$ cat src/hw/rtl/bws_pkg.sv
// ----------------------------------------------------------------------------
// bws_pkg
// Types and constants shared by the binned waveform statistics block.
// ----------------------------------------------------------------------------
package bws_pkg;

	localparam int SAMPLE_BITS   = 16;
	localparam int FRACTION_BITS = 8;
	localparam int BIN_SIZE_BITS = 17;
	localparam int INDEX_OUT_BITS = 16;
	localparam int MEAN_BITS     = 24;
	localparam int STDDEV_BITS   = 23;
	localparam int WORD_BITS     = 64;
	localparam int DIV_BITS      = WORD_BITS + 2 * FRACTION_BITS;
	localparam int DIV_STEP_BITS = $clog2(DIV_BITS + 1);
	localparam logic [WORD_BITS-1:0] STDDEV_MAX = WORD_BITS'((64'd1 << STDDEV_BITS) - 64'd1);

	typedef struct packed {
		logic signed [SAMPLE_BITS-1:0] sample;
		logic                          end_of_array;
	} in_item_t;

	typedef struct packed {
		logic [INDEX_OUT_BITS-1:0]     first_index;
		logic signed [SAMPLE_BITS-1:0] bin_min;
		logic signed [SAMPLE_BITS-1:0] bin_max;
		logic signed [MEAN_BITS-1:0]   bin_mean;
		logic [STDDEV_BITS-1:0]        bin_stddev;
		logic                          last_bin;
		logic                          truncated;
	} out_item_t;

	typedef enum logic [3:0] {
		S_IDLE,
		S_MA_INIT,
		S_MA_RUN,
		S_MB_RUN,
		S_MC_RUN,
		S_MEAN_RUN,
		S_VAR_RUN,
		S_SQRT_RUN,
		S_OUT
	} state_t;

	typedef enum logic [3:0] {
		CMD_NONE,
		CMD_MA_INIT,
		CMD_MB_INIT,
		CMD_MC_INIT,
		CMD_MUL_STEP,
		CMD_MEAN_INIT,
		CMD_VAR_INIT,
		CMD_DIV_STEP,
		CMD_SQRT_INIT,
		CMD_SQRT_STEP,
		CMD_OUT_LOAD
	} cmd_t;

	typedef struct packed {
		logic close;
		logic mul_done;
		logic div_done;
		logic sqrt_done;
		logic out_free;
	} status_t;

endpackage

$ cat src/hw/rtl/bws_ctrl.sv
// ----------------------------------------------------------------------------
// bws_ctrl
// Sequencer that steps the datapath through the per-bin arithmetic.
// ----------------------------------------------------------------------------
module bws_ctrl import bws_pkg::*; (
	input  logic    clk,
	input  logic    arst_n,
	input  logic    in_valid,
	input  status_t status,
	output logic    in_ready,
	output logic    take,
	output cmd_t    cmd
);

	state_t state_q, state_d;

	always_ff @(posedge clk or negedge arst_n) begin
		if (!arst_n) begin
			state_q <= S_IDLE;
		end else begin
			state_q <= state_d;
		end
	end

	always_comb begin
		state_d  = state_q;
		cmd      = CMD_NONE;
		in_ready = 1'b0;
		take     = 1'b0;
		case (state_q)
			S_IDLE: begin
				in_ready = 1'b1;
				take     = in_valid;
				if (in_valid && status.close) begin
					state_d = S_MA_INIT;
				end
			end
			S_MA_INIT: begin
				cmd     = CMD_MA_INIT;
				state_d = S_MA_RUN;
			end
			S_MA_RUN: begin
				if (status.mul_done) begin
					cmd     = CMD_MB_INIT;
					state_d = S_MB_RUN;
				end else begin
					cmd = CMD_MUL_STEP;
				end
			end
			S_MB_RUN: begin
				if (status.mul_done) begin
					cmd     = CMD_MC_INIT;
					state_d = S_MC_RUN;
				end else begin
					cmd = CMD_MUL_STEP;
				end
			end
			S_MC_RUN: begin
				if (status.mul_done) begin
					cmd     = CMD_MEAN_INIT;
					state_d = S_MEAN_RUN;
				end else begin
					cmd = CMD_MUL_STEP;
				end
			end
			S_MEAN_RUN: begin
				if (status.div_done) begin
					cmd     = CMD_VAR_INIT;
					state_d = S_VAR_RUN;
				end else begin
					cmd = CMD_DIV_STEP;
				end
			end
			S_VAR_RUN: begin
				if (status.div_done) begin
					cmd     = CMD_SQRT_INIT;
					state_d = S_SQRT_RUN;
				end else begin
					cmd = CMD_DIV_STEP;
				end
			end
			S_SQRT_RUN: begin
				if (status.sqrt_done) begin
					state_d = S_OUT;
				end else begin
					cmd = CMD_SQRT_STEP;
				end
			end
			S_OUT: begin
				if (status.out_free) begin
					cmd     = CMD_OUT_LOAD;
					state_d = S_IDLE;
				end
			end
			default: begin
				state_d = S_IDLE;
			end
		endcase
	end

endmodule

$ cat src/hw/rtl/bws_datapath.sv
// ----------------------------------------------------------------------------
// bws_datapath
// Bin accumulators, shift-add multiplier, restoring divider, square root
// and the output register.
// ----------------------------------------------------------------------------
module bws_datapath import bws_pkg::*; #(
	parameter int MAX_ELEMENTS = 65536
) (
	input  logic                     clk,
	input  logic                     arst_n,
	input  logic                     cfg_we,
	input  logic [BIN_SIZE_BITS-1:0] cfg_data,
	input  logic                     take,
	input  in_item_t                 in_item,
	input  cmd_t                     cmd,
	output status_t                  status,
	input  logic                     out_ready,
	output logic                     out_valid,
	output out_item_t                out_item
);

	localparam int IW   = $clog2(MAX_ELEMENTS + 1);
	localparam int SUMW = SAMPLE_BITS + IW;
	localparam int SQW  = 2 * SAMPLE_BITS - 1 + IW;

	logic [BIN_SIZE_BITS-1:0] bin_size_q;
	logic [IW-1:0]            idx_q;
	logic [IW-1:0]            cnt_q;
	logic [INDEX_OUT_BITS-1:0] start_q;
	logic signed [SAMPLE_BITS-1:0] min_q, max_q;
	logic signed [SUMW-1:0]   sum_q;
	logic [SQW-1:0]           sumsq_q;

	// Snapshot of the closed bin.
	logic [IW-1:0]            snap_cnt_q;
	logic signed [SUMW-1:0]   snap_sum_q;
	logic [SQW-1:0]           snap_sumsq_q;
	logic [INDEX_OUT_BITS-1:0] snap_start_q;
	logic signed [SAMPLE_BITS-1:0] snap_min_q, snap_max_q;
	logic                     snap_last_q, snap_trunc_q;

	logic [WORD_BITS-1:0] mcand_q, mplier_q, acc_q;
	logic [WORD_BITS-1:0] a_q, b_q, c2_q;
	logic [DIV_BITS-1:0]  dvd_q;
	logic [WORD_BITS-1:0] rem_q, divisor_q;
	logic [DIV_STEP_BITS-1:0] dstep_q;
	logic signed [MEAN_BITS-1:0] mean_q;
	logic [WORD_BITS-1:0] sx_q, sres_q, sbit_q;
	logic                 out_valid_q;
	out_item_t            out_q;

	logic signed [SAMPLE_BITS-1:0]   s;
	logic signed [2*SAMPLE_BITS-1:0] sq_full;
	logic [SQW-1:0]         sq;
	logic                   in_range, first, trunc, close;
	logic [IW-1:0]          idx_next, cnt_next;
	logic signed [SAMPLE_BITS-1:0] min_next, max_next;
	logic signed [SUMW-1:0] sum_next;
	logic [SQW-1:0]         sumsq_next;
	logic                   sum_neg;
	logic [WORD_BITS-1:0]   sum_ext, sum_mag, mean_word, var_diff;
	logic [WORD_BITS:0]     rem_shift;
	logic [WORD_BITS:0]     rem_sub;
	logic [WORD_BITS-1:0]   s_trial;

	always_comb begin
		s          = in_item.sample;
		sq_full    = s * s;
		sq         = SQW'($unsigned(sq_full));
		in_range   = idx_q < IW'(MAX_ELEMENTS);
		first      = cnt_q == '0;
		idx_next   = idx_q + IW'(1);
		cnt_next   = cnt_q + IW'(1);
		min_next   = (first || s < min_q) ? s : min_q;
		max_next   = (first || s > max_q) ? s : max_q;
		sum_next   = (first ? SUMW'(0) : sum_q) + SUMW'(s);
		sumsq_next = (first ? SQW'(0) : sumsq_q) + sq;
		trunc      = !in_item.end_of_array && (idx_next >= IW'(MAX_ELEMENTS));
		close      = in_range && (in_item.end_of_array || trunc ||
			(bin_size_q != '0 && 32'(cnt_next) >= 32'(bin_size_q)));

		sum_ext   = WORD_BITS'(snap_sum_q);
		sum_neg   = snap_sum_q < 0;
		sum_mag   = sum_neg ? (WORD_BITS'(0) - sum_ext) : sum_ext;
		mean_word = WORD_BITS'(dvd_q);
		var_diff  = (a_q > b_q) ? (a_q - b_q) : WORD_BITS'(0);
		rem_shift = {rem_q, dvd_q[DIV_BITS-1]};
		rem_sub   = rem_shift - {1'b0, divisor_q};
		s_trial   = sres_q + sbit_q;

		status.close     = close;
		status.mul_done  = mplier_q == '0;
		status.div_done  = dstep_q == '0;
		status.sqrt_done = sbit_q == '0;
		status.out_free  = !out_valid_q || out_ready;
	end

	always_ff @(posedge clk or negedge arst_n) begin
		if (!arst_n) begin
			bin_size_q  <= '0;
			idx_q       <= '0;
			cnt_q       <= '0;
			out_valid_q <= 1'b0;
		end else begin
			if (cfg_we) begin
				bin_size_q <= cfg_data;
			end
			if (take) begin
				if (!in_range) begin
					if (in_item.end_of_array) begin
						idx_q <= '0;
					end
				end else begin
					idx_q <= in_item.end_of_array ? IW'(0) : idx_next;
					cnt_q <= close ? IW'(0) : cnt_next;
				end
			end
			if (cmd == CMD_OUT_LOAD) begin
				out_valid_q <= 1'b1;
			end else if (out_ready) begin
				out_valid_q <= 1'b0;
			end
		end
	end

	always_ff @(posedge clk) begin
		if (take && in_range) begin
			if (first) begin
				start_q <= INDEX_OUT_BITS'(idx_q);
			end
			min_q   <= min_next;
			max_q   <= max_next;
			sum_q   <= sum_next;
			sumsq_q <= sumsq_next;
			if (close) begin
				snap_cnt_q   <= cnt_next;
				snap_sum_q   <= sum_next;
				snap_sumsq_q <= sumsq_next;
				snap_start_q <= first ? INDEX_OUT_BITS'(idx_q) : start_q;
				snap_min_q   <= min_next;
				snap_max_q   <= max_next;
				snap_last_q  <= in_item.end_of_array || trunc;
				snap_trunc_q <= trunc;
			end
		end

		case (cmd)
			CMD_MA_INIT: begin
				acc_q    <= '0;
				mcand_q  <= WORD_BITS'(snap_sumsq_q);
				mplier_q <= WORD_BITS'(snap_cnt_q);
			end
			CMD_MB_INIT: begin
				a_q      <= acc_q;
				acc_q    <= '0;
				mcand_q  <= sum_mag;
				mplier_q <= sum_mag;
			end
			CMD_MC_INIT: begin
				b_q      <= acc_q;
				acc_q    <= '0;
				mcand_q  <= WORD_BITS'(snap_cnt_q);
				mplier_q <= WORD_BITS'(snap_cnt_q);
			end
			CMD_MUL_STEP: begin
				if (mplier_q[0]) begin
					acc_q <= acc_q + mcand_q;
				end
				mcand_q  <= mcand_q << 1;
				mplier_q <= mplier_q >> 1;
			end
			CMD_MEAN_INIT: begin
				c2_q      <= acc_q;
				dvd_q     <= DIV_BITS'(sum_mag << FRACTION_BITS);
				divisor_q <= WORD_BITS'(snap_cnt_q);
				rem_q     <= '0;
				dstep_q   <= DIV_STEP_BITS'(DIV_BITS);
			end
			CMD_VAR_INIT: begin
				mean_q    <= MEAN_BITS'(sum_neg ? (WORD_BITS'(0) - mean_word) : mean_word);
				dvd_q     <= DIV_BITS'(var_diff) << (2 * FRACTION_BITS);
				divisor_q <= c2_q;
				rem_q     <= '0;
				dstep_q   <= DIV_STEP_BITS'(DIV_BITS);
			end
			CMD_DIV_STEP: begin
				// Restoring division: one quotient bit enters at the bottom.
				if (!rem_sub[WORD_BITS]) begin
					rem_q <= rem_sub[WORD_BITS-1:0];
					dvd_q <= {dvd_q[DIV_BITS-2:0], 1'b1};
				end else begin
					rem_q <= rem_shift[WORD_BITS-1:0];
					dvd_q <= {dvd_q[DIV_BITS-2:0], 1'b0};
				end
				dstep_q <= dstep_q - DIV_STEP_BITS'(1);
			end
			CMD_SQRT_INIT: begin
				sx_q   <= WORD_BITS'(dvd_q);
				sres_q <= '0;
				sbit_q <= WORD_BITS'(1) << (WORD_BITS - 2);
			end
			CMD_SQRT_STEP: begin
				if (sx_q >= s_trial) begin
					sx_q   <= sx_q - s_trial;
					sres_q <= (sres_q >> 1) + sbit_q;
				end else begin
					sres_q <= sres_q >> 1;
				end
				sbit_q <= sbit_q >> 2;
			end
			CMD_OUT_LOAD: begin
				out_q.first_index <= snap_start_q;
				out_q.bin_min     <= snap_min_q;
				out_q.bin_max     <= snap_max_q;
				out_q.bin_mean    <= mean_q;
				out_q.bin_stddev  <= STDDEV_BITS'((sres_q > STDDEV_MAX) ? STDDEV_MAX : sres_q);
				out_q.last_bin    <= snap_last_q;
				out_q.truncated   <= snap_trunc_q;
			end
			default: begin
			end
		endcase
	end

	assign out_valid = out_valid_q;
	assign out_item  = out_q;

endmodule

$ cat src/hw/rtl/binned_waveform_statistics.sv
// ----------------------------------------------------------------------------
// binned_waveform_statistics
// Per-bin min, max, mean and standard deviation of a sample stream.
// ----------------------------------------------------------------------------
// Samples enter on the in channel (valid/ready), one item each, with an end
// of array mark. The bin size register is written through cfg_we/cfg_data;
// the user must write it only while the block is idle; the block does not
// enforce this. Zero makes the whole array one bin. A sample that does not
// close a bin leaves the block ready for the next one. A sample that closes
// a bin starts the result sequence, during which in_ready is low: three
// shift-add multiplies (one multiplier bit per cycle), two 80-step restoring
// divisions and a 32-step square root. That shared iterative arithmetic
// sets the bin rate.
// The result goes to an output register; the block takes new samples while
// a result waits there. If out_ready stays low, a second finished bin waits
// in the sequencer until the register frees up.
// Reset clears the bin state, the array index, the bin size and out_valid.
// ----------------------------------------------------------------------------
module binned_waveform_statistics import bws_pkg::*; #(
	parameter int MAX_ELEMENTS = 65536
) (
	input  logic                     clk,
	input  logic                     arst_n,
	input  logic                     cfg_we,
	input  logic [BIN_SIZE_BITS-1:0] cfg_data,
	input  logic                     in_valid,
	output logic                     in_ready,
	input  in_item_t                 in_item,
	output logic                     out_valid,
	input  logic                     out_ready,
	output out_item_t                out_item
);

	status_t status;
	cmd_t    cmd;
	logic    take;

	bws_ctrl u_ctrl (
		.clk      (clk),
		.arst_n   (arst_n),
		.in_valid (in_valid),
		.status   (status),
		.in_ready (in_ready),
		.take     (take),
		.cmd      (cmd)
	);

	bws_datapath #(
		.MAX_ELEMENTS (MAX_ELEMENTS)
	) u_datapath (
		.clk       (clk),
		.arst_n    (arst_n),
		.cfg_we    (cfg_we),
		.cfg_data  (cfg_data),
		.take      (take),
		.in_item   (in_item),
		.cmd       (cmd),
		.status    (status),
		.out_ready (out_ready),
		.out_valid (out_valid),
		.out_item  (out_item)
	);

`ifndef SYNTHESIS
	a_close_blocks_input: assert property (@(posedge clk) disable iff (!arst_n)
		in_valid && in_ready && status.close |=> !in_ready)
		else $error("input still ready after a closing item");
	a_trunc_is_last: assert property (@(posedge clk) disable iff (!arst_n)
		out_valid |-> (!out_item.truncated || out_item.last_bin))
		else $error("truncated bin not marked last");
	a_min_le_max: assert property (@(posedge clk) disable iff (!arst_n)
		out_valid |-> (out_item.bin_min <= out_item.bin_max))
		else $error("bin min above bin max");
`endif

endmodule
$ cat config.mk
export PLATFORM = sky130hd
export DESIGN_NAME = binned_waveform_statistics
export DESIGN_NICKNAME = d
export VERILOG_FILES = /design/src/hw/rtl/bws_pkg.sv /design/src/hw/rtl/bws_ctrl.sv /design/src/hw/rtl/bws_datapath.sv /design/src/hw/rtl/binned_waveform_statistics.sv
export SDC_FILE = /design/constraint.sdc
export NUM_CORES = 2
export LEC_CHECK = 0
export BUFFER_PORTS_ARGS = -buffer_cell sky130_fd_sc_hd__buf_2
export CAP_MARGIN = 20
export CORE_AREA = 3 3 423 425
export DETAILED_ROUTE_END_ITERATION = 7
export DIE_AREA = 0 0 426 428
export PLACE_DENSITY = 0.59
export RECOVER_POWER = 50
export SKIP_LAST_GASP = 1
export SLEW_MARGIN = 40
export SYNTH_ARGS = -nofsm -noshare
export SYNTH_HDL_FRONTEND = slang
export SYNTH_SLANG_ARGS = --single-unit
$ cat constraint.sdc
create_clock -name clk -period 44.5 [get_ports clk]
set_input_delay 2.225 -clock clk [delete_from_list [all_inputs] [get_ports clk]]
set_output_delay 2.225 -clock clk [all_outputs]
set_load 0.005 [all_outputs]
[Word-level counts from Yosys, hierarchy flattened]
Cells that the tools add are included.
Storage, ports and cells
  flip-flop bits (word level): 1245
  bits of input ports: 39
  output and inout port bits: 99
  logic and storage cells: 174
Operators by class
  add/sub/neg operators: 13
  $mul: 1
  $lt $le $gt $ge: 9
  equal/unequal tests: 28
  muxes and demuxes: 48
  reductions and logical operators: 36
Operators with widths (number)
  case mux 64 bit (2 select lines): 6
  two-way mux 64 bit: 6
  case mux 64 bit (4 select lines): 1
  case mux 80 bit (3 select lines): 1
  case mux 64 bit (3 select lines): 1
  adder 64 bit: 2
  logical NOT 64 bit: 2
  subtractor 64 bit: 2
  two-way mux 17 bit: 4
  subtractor 65 x 64 -> 65 bit: 1
  adder 63 x 64 -> 64 bit: 1
  >= comparator 64 bit: 1
  greater-than comparator 64 x 23 -> 1 bit (second input constant): 1
  greater-than comparator 64 bit: 1
  adder 48 x 32 -> 48 bit: 1
  two-way mux 16 bit: 3
  two-way mux 48 bit: 1
  two-way mux 4 bit: 11
  case mux 4 bit (9 select lines): 1
  adder 17 x 1 -> 17 bit (second input constant): 2
  subtractor 1 x 33 -> 34 bit (first input constant): 1
  adder 33 x 16 -> 33 bit: 1
  < comparator 33 x 1 -> 1 bit (second input constant): 1
  two-way mux 33 bit: 1
  other kinds (33): 82

[Longest topological paths before layout]
  depth after elaboration: 9
  depth in mapped cells: 40
  gate-level depth less buffers: 39

[Modules after synthesis]
Synthesis repeated with hierarchy kept, for this count alone.
Second synthesis, totals
  cell total of the unflattened synthesis: 7471
  area, all modules: 78733.0 um^2
Modules (own cells, without submodules)
  bws_datapath: times used 1, cells an instance 7414, area each 78253.8 um^2, seq. area each 36044.6 um^2
  bws_ctrl: times used 1, cells an instance 57, area each 479.2 um^2, seq. area each 100.1 um^2

[Worst setup path before layout]
No wires, ideal clock.
  path kind: register to register
  from: register u_datapath.dstep_q[0]
  to: register u_datapath.sx_q[0], enable pin
  library setup time: 584 ps
  data arrival time: 13586 ps
  required time: 43916 ps
  setup slack: 30330 ps
  cell stages (with the launch flop): 8
  path buffers: 0
  period minus slack after synthesis: 14170 ps
  cells stage by stage: edfxtp_1 > inv_1 > ha_1 > or3b_1 > nor4_2 > nor2_1 > a211oi_1 > a21boi_0
On the way
  longest elaborated chain between the ends: 6
  elaborated cells on any way between the ends: 9
  those cells by class: eq/ne: 3; mux: 3; reduce/logical: 3
Ends and longest elaborated chain
  start, declared: line bws_datapath.sv:46  | logic [DIV_STEP_BITS-1:0] dstep_q;
  start signal, assigned: line bws_datapath.sv:177  | dstep_q <= DIV_STEP_BITS'(DIV_BITS);
  start signal, assigned: line bws_datapath.sv:184  | dstep_q <= DIV_STEP_BITS'(DIV_BITS);
  start signal, assigned: line bws_datapath.sv:195  | dstep_q <= dstep_q - DIV_STEP_BITS'(1);
  logical NOT 7 bit (*): line bws_datapath.sv:93  | status.div_done = dstep_q == '0;
  two-way mux 4 bit or two-way mux 1 bit (tied branches): line bws_ctrl.sv:75, bws_ctrl.sv:67
  case mux 4 bit (8 select lines) (*): line bws_ctrl.sv:30  | case (state_q)
  equality test 4 bit: line bws_datapath.sv:147  | case (cmd)
  != test 2 x 1 -> 1 bit (no line) or nonzero test 2 bit (tied branches)
  AND reduction 2 bit (no line) (*)
  end signal, assigned: line bws_datapath.sv:198  | sx_q <= WORD_BITS'(dvd_q);
  end signal, assigned: line bws_datapath.sv:204  | sx_q <= sx_q - s_trial;
  end, declared: line bws_datapath.sv:48  | logic [WORD_BITS-1:0] sx_q, sres_q, sbit_q;
Every way passes the cells marked *; elsewhere a longest branch is shown, timed or not.
A chain may end at the register's enable or synchronous reset.

[Worst setup path after layout]
  from: input port in_item[16] (netlist bit)
  to: register u_datapath.snap_sumsq_q[47], data pin
On the way
  longest elaborated chain between the ends: 2
Ends and longest elaborated chain
  start, declared: line binned_waveform_statistics.sv:28  | input in_item_t in_item,
  multiplier 16 x 16 -> 32 bit: line bws_datapath.sv:68  | sq_full = s * s;
  adder 48 x 32 -> 48 bit: line bws_datapath.sv:77  | sumsq_next = (first ? SQW'(0) : sumsq_q) + sq;
  named net u_datapath.sumsq_next[47]: line bws_datapath.sv:59  | logic [SQW-1:0] sumsq_next;
  end signal, assigned: line bws_datapath.sv:138  | snap_sumsq_q <= sumsq_next;
  end, declared: line bws_datapath.sv:37  | logic [SQW-1:0] snap_sumsq_q;
The timed path passes the listed nets, and every way through them passes these cells.

==> results.yml <==
outcome:
  status: "finished with violations"
  violations: "capacitance limit, slew limit"
final_layout:
  finish.utilization: 0.493
  fin_nets: 8443
  drive_gt1_frac: 0.0612
  fillerInstances: 16100
  area_growth_pct: 10.2
yosys:
  synth_edf_count: 1157
  yosysMostFrequentCell: "edfxtp_1"
  synth_top_area_share: 0.442
  synth_area_leader_cell: "edfxtp_1"
  synth_fp_nets: 8395
  ys_ff_latch: 1213
  avgSynthCellArea_um2: 10.4
  ys.flop_type: "edfxtp_1"
  synth_cell_type_count: 95
  async_flop_share: 0.0462
  synthCells: 7586
  synth_common_cells: "edfxtp_1, nand2_1, inv_1, ha_1, a21oi_1"
  ys_seq_area_frac: 0.460
  synthesis.area_mm2: 0.0786
  synthTopCellsByArea: "edfxtp_1, ha_1, fa_1"
  ys_warn_count: 0
timing:
  slew_headroom: -1.91
  finalClockSkew_ps: 47.0
  hold_violations: 0
  fin_crit_sh: 0.251
  min_period_ps: 11160
  worst_slew_pin_slew_ps: 4360
  finalSetupViolCount: 0
  tns_ps: 0
  rsz0062_at_grt: "no"
  slew_viol_final: 1028
  max_freq_mhz: 89.6
cts:
  clk_pin_slew_ps: 60
  clock_latency_ps: 800
  post_cts.repair.setup_buffers: 0
  cts_resized: 0
  cts_tree: "built"
  clk_path_buf_depth: 3
  cts_sinks: 1213
  root_buffer: "clkbuf_16"
  htreeDepth: 4
  cts_buffers: 144
  cts_hold_buf: 0
floorplan:
  ios: 138
  core_area_mm2: 0.176
  dieArea_mm2: 0.182
  start_util: 0.447
  die_h_um: 428
  die_w_um: 426
  fp-row-count: 154
detailed_routing:
  first_pass_iters: 6
  routedWlPerCell_um: 20.0
  wirelength_um: 202000
  via_count: 56100
  vias_per_cell: 5.56
  first_iter_violations: 4042
  ant_nets: 0
  drc: 0
placed_design:
  hpwlAfterDp_um: 150000
  port_buffers: 137
  globalplace.congestion: 0.936
worst_setup_path:
  critPathKind: "in2reg"
  endpoint_kind: "flop"
  cp_data_required_time_ps: 45100
  critPathMaxStageDelay_ps: 550
  start_kind: "input pin"
  arrival_ps: 11760
  r2r_cells: 8
  slowest_stage: "fa_1"
  critPathMaxFanout: 41
grt:
  grt_first_pass_wirelength_um: 319000
  grt_max_degree: 96
  antenna_found_initial: 5
  grt_pass1_vias: 56200
  gr-total-overflow: 0
  grt_usage: 0.221
flow_run:
  maxCapViolations: 19
min_path:
  min_path_cells: 0
  min_path_type: "reg2reg"
==> worst max-delay path: cells and delay by family <==
family | cells | cell delay, ps
AND/OR/NAND/NOR | 8 | 2040
XOR/XNOR | 2 | 240
buffers and inverters | 7 | 1120
adder cells (fa/ha/maj) | 8 | 3630
AO/OA/AOI/OAI | 12 | 2490
==> kinds of logic (layout without fill, tap and decap cells) <==
family | Yosys count | after routing | synth area share
buffers and inverters | 946 | 1116 | 0.0460
XOR/XNOR | 532 | 532 | 0.0594
flip-flops | 1213 | 1213 | 0.460
multiplexers | 46 | 46 | 0.00628
AND/OR/NAND/NOR | 2174 | 2174 | 0.131
other | 0 | 2 | 0
AO/OA/AOI/OAI | 1905 | 1905 | 0.152
adder cells (fa/ha/maj) | 770 | 770 | 0.146
==> path summary, 6_finish.rpt <==
path / to / slack, ps / start
min in group asynchronous: u_datapath.idx_q[15]$_DFFE_PN0P_ / 2870 / arst_n
worst min register to register: u_datapath.out_item[93]$_DFFE_PP_ / 420 / u_datapath.snap_start_q[12]$_DFFE_PP_
max in group asynchronous: u_datapath.out_valid$_DFFE_PN0P_ / 39480 / arst_n
worst max-delay path: u_datapath.snap_sumsq_q[47]$_DFFE_PP_ / 33340 / in_item[16]
worst min-delay path: u_datapath.out_item[93]$_DFFE_PP_ / 420 / u_datapath.snap_start_q[12]$_DFFE_PP_
worst max register to register: u_datapath.start_q[2]$_DFFE_PP_ / 35030 / u_ctrl.state_q[0]$_DFFE_PN0P_
==> sequential cells by signal (all words and copies together), names as in the netlist, 17 cells and up <==
register                 flops
u_datapath.a_q              64
u_datapath.acc_q            64
u_datapath.b_q              64
u_datapath.bin_size_q       17
u_datapath.c2_q             64
u_datapath.cnt_q            17
u_datapath.divisor_q        64
u_datapath.dvd_q            80
u_datapath.idx_q            17
u_datapath.mcand_q          64
u_datapath.mean_q           24
u_datapath.mplier_q         64
u_datapath.out_item         97
u_datapath.rem_q            64
u_datapath.sbit_q           32
u_datapath.snap_cnt_q       17
u_datapath.snap_sum_q       33
u_datapath.snap_sumsq_q     48
u_datapath.sres_q           64
u_datapath.sum_q            33
u_datapath.sumsq_q          48
u_datapath.sx_q             64
==> stage by stage <==
step / instances / hold WS (ps) / setup WS (ps) / cell area, um^2
after global placement: 9826 / 404 / 32680 / 81700
after floorplan: 7586 / 400 / 30330 / 78600
after detailed placement: 9826 / 405 / 32630 / 81800
final: 10100 / 416 / 33340 / 86600
after CTS: 10100 / 418 / 33450 / 86900
after global routing: 10100 / 423 / 32620 / 86600
==> layer usage <==
metal,track usage,share of wire
met4,0.0942,0.048
met2,0.354,0.46
met3,0.0296,0.048
met1,0.302,0.45
met5,0,0
==> layout make-up <==
| cell class | instances | area [um^2] | share of cell area |
|---|---|---|---|
| Timing Repair Buffer | 205 | 1070 | 0.0124 |
| Sequential cell | 1213 | 36100 | 0.417 |
| Tap cell | 2340 | 2930 | 0.0338 |
| Multi-Input combinational cell | 5427 | 39100 | 0.451 |
| Antenna cell | 2 | 5.00 | 0.0000578 |
| Inverter | 643 | 2420 | 0.0279 |
| Clock inverter | 92 | 1240 | 0.0143 |
| Clock buffer | 176 | 3760 | 0.0435 |
==> cells in the final DEF, fill, tap and decap left out, types with 66 or more instances in the layout <==
cell       count
a211oi_1      66
a21o_1       264
a21oi_1      506
a31oi_1       97
and2_0        67
and2_1       144
buf_2         86
clkbuf_1     105
clkbuf_16    145
edfxtp_1    1157
fa_1         242
ha_1         528
inv_1        638
nand2_1      798
nand2b_1      84
nand3_1      115
nand4_1      101
nor2_1       473
nor2b_1       71
nor3_1        75
nor4_1        67
o21ai_0      488
o21bai_1      76
xnor2_1      292
xor2_1       229
Power is not shown: default switching activity piles up to over one toggle a cycle in this logic, so the estimate is an artifact.
